**src/hdl/bpa_ram.sv**
```systemverilog
// Generic single write port, single read port RAM with registered read data.
// No dependencies.
module bpa_ram #(
	parameter int WIDTH = 8,
	parameter int DEPTH = 16,
	localparam int AW = (DEPTH > 1) ? $clog2(DEPTH) : 1
) (
	input  logic             clk,
	input  logic             we,
	input  logic [AW-1:0]    waddr,
	input  logic [WIDTH-1:0] wdata,
	input  logic [AW-1:0]    raddr,
	output logic [WIDTH-1:0] rdata
);
	logic [WIDTH-1:0] mem [DEPTH];

	always_ff @(posedge clk) begin
		if (we) begin
			mem[waddr] <= wdata;
		end
		rdata <= mem[raddr];
	end
endmodule

```
**config.mk**
```make
export PLATFORM = sky130hd
export DESIGN_NAME = bpa_ram
export DESIGN_NICKNAME = d
export VERILOG_FILES = /design/src/hdl/bpa_ram.sv
export SDC_FILE = /design/constraint.sdc
export NUM_CORES = 1
export LEC_CHECK = 0
export ABC_AREA = 1
export ABC_CLOCK_PERIOD_IN_PS = 2150
export BUFFER_PORTS_ARGS = -buffer_cell sky130_fd_sc_hd__buf_2
export CAP_MARGIN = 20
export CORE_ASPECT_RATIO = 1.1
export CORE_MARGIN = 2
export CORE_UTILIZATION = 40
export DETAILED_ROUTE_END_ITERATION = 7
export PLACE_DENSITY = 0.56
export RECOVER_POWER = 100
export SLEW_MARGIN = 40
export SYNTH_ARGS = -nofsm -noshare
export SYNTH_HDL_FRONTEND = slang
export SYNTH_SLANG_ARGS = --single-unit
```
**constraint.sdc**
```tcl
create_clock -name clk -period 2.15 [get_ports clk]
set_input_delay 0.1075 -clock clk [delete_from_list [all_inputs] [get_ports clk]]
set_output_delay 0.1075 -clock clk [all_outputs]
set_load 0.02 [all_outputs]
```
==> results of run 1 <==
worst max-delay path by stage:
stage                                 endpoint                start
after floorplan           mem[10][0]$_DFFE_PP_             waddr[2]
after global placement    mem[10][7]$_DFFE_PP_             waddr[2]
after detailed placement  mem[10][7]$_DFFE_PP_             waddr[2]
after CTS                     rdata[7]$_DFF_P_  mem[2][7]$_DFFE_PP_
after global routing          rdata[2]$_DFF_P_  mem[1][2]$_DFFE_PP_
final                         rdata[2]$_DFF_P_  mem[4][2]$_DFFE_PP_
cell type report:
type	count	area, um2
inverters	102	383
flip-flops and latches	136	4000
fillers	1366	7670
repair buffers	28	149
multi-input cells	289	1210
clock inverters	14	180
clock buffers	18	429
well taps	192	240
logic make-up (layout without fill, tap and decap cells):
family	Yosys count	in the layout	synth area share [%]
buffers and inverters	126	162	9.52
AND/OR/NAND/NOR	289	289	21.0
flip-flops	136	136	69.4
metrics by stage:
step	worst slack (ns)	power, uW	utilization [%]	instance area, um2
floorplan	1.09	3260	-	5770
global placement	0.743	3400	42.1	6010
detailed placement	0.733	3410	42.1	6010
CTS	1.10	6360	46.4	6620
global route	0.984	6520	46.2	6600
finish	1.06	6310	46.2	6600
layer usage:
| metal | share of wire, % | wire length [um] | up-vias |
|---|---|---|---|
| met1 | 45 | 5680 | 1729 |
| met4 | 2.4 | 296 | 0 |
| met2 | 48 | 6040 | 100 |
| li1 | - | - | 1818 |
| met3 | 4.4 | 559 | 26 |
| met5 | 0 | 0 | - |
power breakdown:
group / total [uW] / internal, uW / switching (uW)
sequential: 2980 / 2970 / 15.3
clock: 2960 / 1920 / 1040
combinational: 365 / 91.6 / 273
total: 6310 / 4980 / 1330
critical path: stages, from the launching register on:
cell and delay, ns:
edfxtp_1 0.38, inv_1 0.08, nand2_1 0.05, nand3_1 0.08
nand3_1 0.14, nand3_1 0.19, nand2_1 0.07
cell usage after synthesis:
master | number | area, um2
edfxtp_1 | 128 | 3840
nand3_1 | 97 | 485
inv_1 | 100 | 375
nor2_1 | 17 | 63.8
buf_2 | 13 | 65.1
buf_4 | 4 | 30.0
nand2_1 | 173 | 649
buf_6 | 6 | 67.6
buf_1 | 1 | 3.75
nand3b_1 | 2 | 15.0
inv_2 | 2 | 7.51
dfxtp_1 | 8 | 160
registers in the layout (all words and copies together), names as in the netlist:
signal	count
rdata	8
mem	128
==> impl_results.md, run 1 <==
- Worst Skew: 0.00529 ns
- Port bufs: 25
- Min cycle time layout: 1.09 ns
- Final Setup Violations: 0
- GRT met2 Usage: 29.4%
- Syn_nets: 569
- DR DRC count: 0
- R2R Path End: rdata[2]$_DFF_P_
- CTS Buf Count: 17
- GR Util met1: 21.5%
- Overall routing resource usage: 17.5%
- Fin nets: 592
- Total grt overflow: 0
- Register area share after synthesis: 69.4%
- # Max-Cap Violations: 0
- Hold Buf Count CTS: 0
- FF-to-FF setup slack: 1.06 ns
- Yosys reg bits: 136
- Max Slew Vio Count: 0
- Initial Util: 40.4%
- Top-level port count: 26
- Max Root-Sink Buffers: 2
- Fmax: 917 MHz
- H-tree depth: 4
- Min-delay worst type: in2reg
- CTS resizes: 0
- Final Non-Filler Cells: 779
- GRT busiest layer: met2
- Hold Vio Cnt, Final: 0
- CP Launch Type: register
- Post-synthesis cell count: 551
- GRT met3 Usage: 4.59%
- Clock slew at reported path FFs: 0.06 ns
- Die span in x: 118 um
- Placed Cells: 747
- DIE HEIGHT: 130 um
- Final TNS setup: 0 ns
- Hold Crit Depth: 3
- Setup crit end kind: register
- Slew @ Worst Pin: 1.08 ns
- Post-CTS Setup Inserts: 0
- Core area: 14,300 um2
- Netlist cell types: 12
- Initial detailed-routing violation count: 228
- Most frequent cells in the layout: nand2_1 (173), edfxtp_1 (128), inv_1 (100)
- Commonest non-fill, non-tap cell in the layout: nand2_1
- Status: completed
- Avg Cell Area, Syn: 10.5 um2
- Vias per std cell: 4.72
- Pwr dens: 956 nW/um2
- R2R cell count: 6
- Leak Pwr: 0.00277 uW
- Placed wire-length estimate: 7750 um
- GPL Wtd Cong: 0.784
- Clock sinks: 136
- Root buffer cell: clkbuf_16
- Rows: 46
- Critical path fanouts, max: 1
- Final WL: 12,600 um
- Max transition margin: 27.7%
- WHS: 0.0475 ns
- Worst path required time: 2.46 ns
- Mapped cell area: 5770 um2
- Maximum vdd drop: 635 uV
- First-pass GRT wire length: 19,600 um
- Initial antenna violation count: 0
- TritonCTS clock tree: built
- Largest net degree at the start of global routing: 65
- Share of layout cells above drive strength 1: 6.47%
- Antenna-violating nets left: 0
- Crit Reg-Reg Startpoint: mem[4][2]$_DFFE_PP_
- RSZ-0062 raised after global routing: false
- Worst Path Class, Setup: reg2reg
- DR pass1 iterations: 4
- Worst skew pair latency: 0.42 ns
- Yosys warning count: 0
- Vias: 3,673
- Hold endpoint: rdata[4]$_DFF_P_
- Crit path DAT: 1.40 ns
- Hold Crit Start: raddr[3]
- Tcrit/Tclk final: 50.7%
- Synth-to-Final Area Change: 14.4%
- Vias in the first global route: 3,603
- Antenna Cells: 0
- DR WL/cell: 16.1 um
- Die Area: 15,400 um2
No activity file was read; power rests on OpenSTA's default activity.
==> run 2, diff against run 1 <==
Settings changed: ABC_CLOCK_PERIOD_IN_PS 2150 to 1060.
Clock period 2.15 ns to 1.06 ns, I/O delays scaled along.
==> run 2 against run 1 <==
Clock skew shrank 0.00053 ns; sequential power grew 100%; die area is the same; cell area grew 2.9%; utilization grew 1.3 points; combinational power grew 120%; highest routed layer unchanged; worst setup slack lost 1.0 ns; via count grew 6.2%; hold slack lost 0.0069 ns; clock power grew 84%; flip-flop and latch count is the same; cell count grew 3.9%.
==> impl_results.md, run 2 (same netlist as run 1, synthesis figures left out) <==
- DR WL/cell: 16.2 um (+0.20%)
- Worst skew pair latency: 0.42 ns (about the same)
- Worst setup path endpoint: rdata[7]
- Worst path depth: 1 (-5)
- Initial Util: 40.4% (unchanged)
- # Max-Cap Violations: 0 (unchanged)
- DR pass1 iterations: 5 (+1)
- Initial antenna violation count: 0 (unchanged)
- Crit Reg-Reg Startpoint: mem[4][4]$_DFFE_PP_
- Most frequent cells in the layout: nand2_1 (173), edfxtp_1 (128), inv_1 (100)
- Worst path required time: 1.01 ns (-1.45 ns)
- Final WL: 13,100 um (+4.1%)
- Vias in the first global route: 3,790 (+5.2%)
- Tcrit/Tclk final: 95.0%
- Dpl ws: -0.0998 ns (-0.833 ns)
- Delay-heaviest family, CP: flip-flops
- Critical path fanouts, max: 1 (unchanged)
- Commonest non-fill, non-tap cell in the layout: nand2_1
- Top-level port count: 26 (unchanged)
- Setup crit end kind: primary output
- Final Setup Violations: 0 (unchanged)
- Die Area: 15,400 um2 (unchanged)
- Placed Cells: 777 (+4.0%)
- Fmax: 993 MHz
- Slew @ Worst Pin: 0.959 ns (-0.125 ns)
- Net Sw Frac: 21.7% (+0.66 points)
- H-tree depth: 4 (unchanged)
- Hold Buf Count CTS: 0 (unchanged)
- Total grt overflow: 0 (unchanged)
- Internal power: 9650 uW (+94%)
- Clock share of power: 44.3% (-2.6 points)
- Antenna-violating nets left: 0 (unchanged)
- Hold Vio Cnt, Final: 0 (unchanged)
- Die span in x: 118 um (unchanged)
- Max FFs per register: 128 (unchanged)
- R2R cell count: 6 (unchanged)
- Fin nets: 622 (+5.1%)
- Largest stage delay, worst path: 0.38 ns (about the same)
- Vias: 3,902 (+6.2%)
- Comb pwr share: 6.6% (+0.8 points)
- Vias per std cell: 4.82 (+2.3%)
- Pwr dens: 1820 nW/um2 (+90%)
- Final instance area: 6790 um2 (+2.9%)
- GPL Wtd Cong: 0.809 (+3.2%)
- FF-to-FF setup slack: 0.07 ns (-0.99 ns)
- Share of layout cells above drive strength 1: 10.0% (+3.6 points)
- R2R Path End: rdata[4]$_DFF_P_
- DP Area: 6280 um2 (+4.4%)
- Slowest cell on crit path: dfxtp_1
- Worst-path cell chain: buf_4
- Leak Pwr: 0.00288 uW (+3.9%)
- CTS Buf Count: 17 (unchanged)
- Antenna Cells: 0 (unchanged)
- First-pass GRT wire length: 20,500 um (+4.8%)
- Worst Path Class, Setup: reg2out
- Reg power frac: 49.1% (+1.8 points)
- Layout fillers: 1,361 (-0.37%)
- Status: completed
- TritonCTS clock tree: built
- Final Power: 12,300 uW (+95%)
- Worst Skew: 0.00476 ns (-0.000533 ns)
- Largest net degree at the start of global routing: 33 (-49%)
- Final TNS setup: 0 ns (unchanged)
- DR DRC count: 0 (unchanged)
- Root buffer cell: clkbuf_16
- Setup crit start: rdata[7]$_DFF_P_
- Final Non-Filler Cells: 809 (+3.9%)
- Min cycle time layout: 1.01 ns
- Worst Slack Setup Final: 0.0529 ns (-1.01 ns)
- Port bufs: 25 (unchanged)
- Psw: 2680 uW (+100%)
- Rows: 46 (unchanged)
- Max Root-Sink Buffers: 2 (unchanged)
- Largest regs: mem: 128 flops, rdata: 8 flops
- Maximum vdd drop: 1070 uV (+69%)
- Clock sinks: 136 (unchanged)
- Core area: 14,300 um2 (unchanged)
- Overall routing resource usage: 18.2% (+0.72 points)
- Max transition margin: 36.1% (+8.3 points)
- Max Slew Vio Count: 0 (unchanged)
- Clock slew at reported path FFs: 0.05 ns (about the same)
- Worst Path Buf+Inv: 1 (unchanged)
- Min-delay worst type: in2reg
- Crit path DAT: 0.95 ns (-0.45 ns)
- Placed wire-length estimate: 8480 um (+9.4%)
- DIE HEIGHT: 130 um (unchanged)
- Largest register by flop count: mem
- Synth-to-Final Area Change: 17.7%
- Initial detailed-routing violation count: 325 (+43%)
- CP Launch Type: register
## run 2: cell types whose count changed in the layout (fill, tap and decap cells not counted), sizes merged
cell	change
clkinv	+3
bufinv	-2
inv	-1
clkinvlp	-1
buf	+13
clkbuf	+18
## run 2: through the flow
stage / hold slack (ns) / utilization (%)
finish: 0.0406 / 47.6
global placement: 0.468 / 44.0
global route: 0.0827 / 47.6
floorplan: 0.152 / -
CTS: 0.0223 / 47.8
detailed placement: 0.460 / 44.0
## run 2: timing repair
| action | CTS | global route |
|---|---|---|
| hold endpoints to repair | 0 | 0 |
| resized for setup | 0 | 11 |
| endpoints found under the setup margin | 0 | 7 |
| setup buffers | 0 | 0 |
## run 2: per-layer routing
| layer | vias up | GRT usage (%) | wire (um) |
|---|---|---|---|
| met1 | 1889 | 22.4 | 5690 |
| met2 | 108 | 31.0 | 6580 |
| met3 | 27 | 3.76 | 496 |
| met5 | - | 0 | 0 |
| met4 | 0 | 8.96 | 327 |
| li1 | 1878 | - | - |
## run 2: how the worst min path moves through the flow
stage / from / end / slack [ns] / cells after the start
after floorplan: wdata[0] / mem[0][0]$_DFFE_PP_ / 0.15 / 0
after global placement: wdata[3] / mem[4][3]$_DFFE_PP_ / 0.47 / 1
after detailed placement: raddr[2] / rdata[7]$_DFF_P_ / 0.46 / 4
after CTS: raddr[2] / rdata[7]$_DFF_P_ / 0.02 / 4
after global routing: raddr[2] / rdata[7]$_DFF_P_ / 0.08 / 4
final: raddr[2] / rdata[7]$_DFF_P_ / 0.04 / 4
## run 2: area by class of cell
cell class	count	area [um2]	area share, %
clock buffer	19	433	6.38
clock inverter	13	111	1.64
inverter	102	383	5.64
multi-input combinational	289	1260	18.5
sequential	136	4000	59.0
tap	192	240	3.54
timing repair buffer	58	358	5.27
## run 2: power by group through the flow
stage	Clock (uW)	Combinational, uW	Sequential (uW)
5_1_grt	5780	907	6060
6_report	5460	816	6050
3_3_place_gp	0	814	6160
4_1_cts	5550	825	6050
2_1_floorplan	0	424	6200
3_5_place_dp	0	821	6160
==> run 3, diff against run 2 <==
Settings changed: MAX_ROUTING_LAYER set to met4, PLACE_DENSITY 0.56 to 0.65.
==> run 3 against run 2 <==
Register-to-register slack about the same; largest cell class unchanged; critical path depth unchanged; clock skew up 0.0023 ns; sequential share of layout area down 0.14 points; global-route usage up 0.16 points; hold slack better by 0.13 ns; critical endpoint unchanged; flip-flop and latch count unchanged; cell area up 0.24%; die area unchanged.
==> impl_results.md, run 3 (same netlist as run 1, synthesis figures left out) <==
- Min-delay worst type: in2reg
- Vias in the first global route: 3,790 (unchanged)
- Worst path required time: 1.01 ns (about the same)
- Largest regs: mem: 128 flops, rdata: 8 flops
- Hold Vio Cnt, Final: 0 (unchanged)
- Largest net degree at the start of global routing: 65 (+97%)
- CP Launch Type: register
- Tcrit/Tclk final: 96.8% (+1.8 points)
- Max Root-Sink Buffers: 2 (unchanged)
- Delay-heaviest family, CP: flip-flops
- Pwr dens: 1900 nW/um2 (+4.9%)
- GPL Wtd Cong: 0.846 (+4.5%)
- Vias: 3,789 (-2.9%)
- Max FFs per register: 128 (unchanged)
- Vias per std cell: 4.72 (-2.2%)
- DR DRC count: 0 (unchanged)
- Fmax: 975 MHz (-1.8%)
- Top-level port count: 26 (unchanged)
- Clock share of power: 47.2% (+2.9 points)
- DR pass1 iterations: 5 (unchanged)
- # Max-Cap Violations: 0 (unchanged)
- Worst Path Class, Setup: reg2out
- DR WL/cell: 15.9 um (-1.8%)
- Largest stage delay, worst path: 0.37 ns (about the same)
- Most frequent cells in the layout: nand2_1 (173), edfxtp_1 (128), inv_1 (100)
- Core area: 14,300 um2 (unchanged)
- Final Util: 47.7% (+0.11 points)
- Critical path fanouts, max: 1 (unchanged)
- Overall routing resource usage: 18.4% (+0.16 points)
- Initial detailed-routing violation count: 272 (-16%)
- Placed wire-length estimate: 7760 um (-8.5%)
- Internal power: 10,300 uW (+6.6%)
- Clock sinks: 136 (unchanged)
- Slew @ Worst Pin: 0.893 ns (-0.0661 ns)
- Slowest cell on crit path: dfxtp_1
- Rows: 46 (unchanged)
- Final WL: 12,800 um (-2.5%)
- Worst Skew: 0.00710 ns (+0.00234 ns)
- Worst skew pair latency: 0.42 ns (about the same)
- Antenna Cells: 0 (unchanged)
- Antenna-violating nets left: 0 (unchanged)
- Die span in x: 118 um (unchanged)
- Crit path DAT: 0.97 ns (+0.02 ns)
- Total grt overflow: 0 (unchanged)
- Reg power frac: 46.7% (-2.4 points)
- Max transition margin: 40.5% (+4.4 points)
- Worst Path Buf+Inv: 1 (unchanged)
- Commonest non-fill, non-tap cell in the layout: nand2_1
- CTS Buf Count: 17 (unchanged)
- Maximum vdd drop: 903 uV (-16%)
- Min cycle time layout: 1.03 ns (+0.0189 ns)
- Fin nets: 616 (-0.96%)
- Status: completed
- TritonCTS clock tree: built
- H-tree depth: 4 (unchanged)
- RSZ-0062 raised after global routing: true
- Port bufs: 25 (unchanged)
- Net Sw Frac: 20.6% (-1.1 points)
- Setup crit end kind: primary output
- Clock slew at reported path FFs: 0.05 ns (about the same)
- Leak Pwr: 0.00288 uW (+0.17%)
- Final TNS setup: 0 ns (unchanged)
- First-pass GRT wire length: 20,300 um (-1.2%)
- Share of layout cells above drive strength 1: 9.00% (-1.0 points)
- Max Slew Vio Count: 0 (unchanged)
- Root buffer cell: clkbuf_16
- Initial antenna violation count: 0 (unchanged)
- Comb pwr share: 6.1% (-0.5 points)
- Initial Util: 40.4% (unchanged)
- Die Area: 15,400 um2 (unchanged)
- Worst-path cell chain: clkbuf_2
- DIE HEIGHT: 130 um (unchanged)
- Synth-to-Final Area Change: 18.0%
- Final Setup Violations: 0 (unchanged)
- Largest register by flop count: mem
- Psw: 2670 uW (-0.40%)
## run 3: cell count changes in the layout (fill, tap and decap cells not counted), moves of 2 or more
cell	previous run	this run
bufinv_16	2	4
nand3_1	88	93
clkinv_1	7	0
clkbuf_4	0	2
buf_4	12	2
clkbuf_1	32	34
clkbuf_8	0	2
nand3_2	9	4
clkinv_2	2	4
## run 3: timing repair
item / CTS / global route
setup endpoints to repair: 0 / 3
hold buffers: 1 / 0
buffers inserted: 0 / 0
resized for setup: 0 / 4
hold endpoints to repair: 1 / 0
## run 3: routing by layer
metal / wire length (um) / global-route usage [%] / vias to the layer above
met2: 6440 / 30.1 / 121
met5: 0 / - / -
li1: - / - / 1865
met4: 364 / 8.40 / 0
met3: 706 / 4.24 / 29
met1: 5260 / 21.9 / 1774
## run 3: through the flow
stage / power [uW] / instance area, um2 / instances / hold WS [ns] / setup WS, ns
6_report: 13000 / 6800 / 803 / 0.173 / 0.0341
5_1_grt: 13300 / 6800 / 803 / 0.189 / -0.000737
4_1_cts: 13000 / 6860 / 803 / 0.0426 / 0.0337
3_5_place_dp: 6960 / 6240 / 770 / 0.363 / -0.0821
3_3_place_gp: 6950 / 6240 / 770 / 0.339 / -0.0475
2_1_floorplan: 6620 / 5770 / 551 / 0.152 / 0.0562
## run 3: final timing paths
path	cells after the start	end	startpoint	slack, ns
worst max-delay path	1	rdata[7]	rdata[7]$_DFF_P_	0.03
worst min-delay path	6	rdata[1]$_DFF_P_	raddr[2]	0.17
worst max register to register	6	rdata[0]$_DFF_P_	mem[5][0]$_DFFE_PP_	0.06
worst min register to register	6	rdata[7]$_DFF_P_	mem[6][7]$_DFFE_PP_	0.68
## run 3: layout make-up
class | count | area (um2)
Clock buffer | 23 | 468
Clock inverter | 9 | 148
Fill cell | 1340 | 7470
Inverter | 102 | 383
Multi-Input combinational cell | 289 | 1230
Sequential cell | 136 | 4000
Tap cell | 192 | 240
Timing Repair Buffer | 52 | 328
## run 3: power groups by stage
| stage | combinational (uW) | clock (uW) | sequential [uW] |
|---|---|---|---|
| 2_1_floorplan | 424 | 0 | 6200 |
| 3_3_place_gp | 791 | 0 | 6160 |
| 3_5_place_dp | 803 | 0 | 6160 |
| 4_1_cts | 811 | 6160 | 6050 |
| 5_1_grt | 882 | 6380 | 6060 |
| 6_report | 793 | 6110 | 6050 |
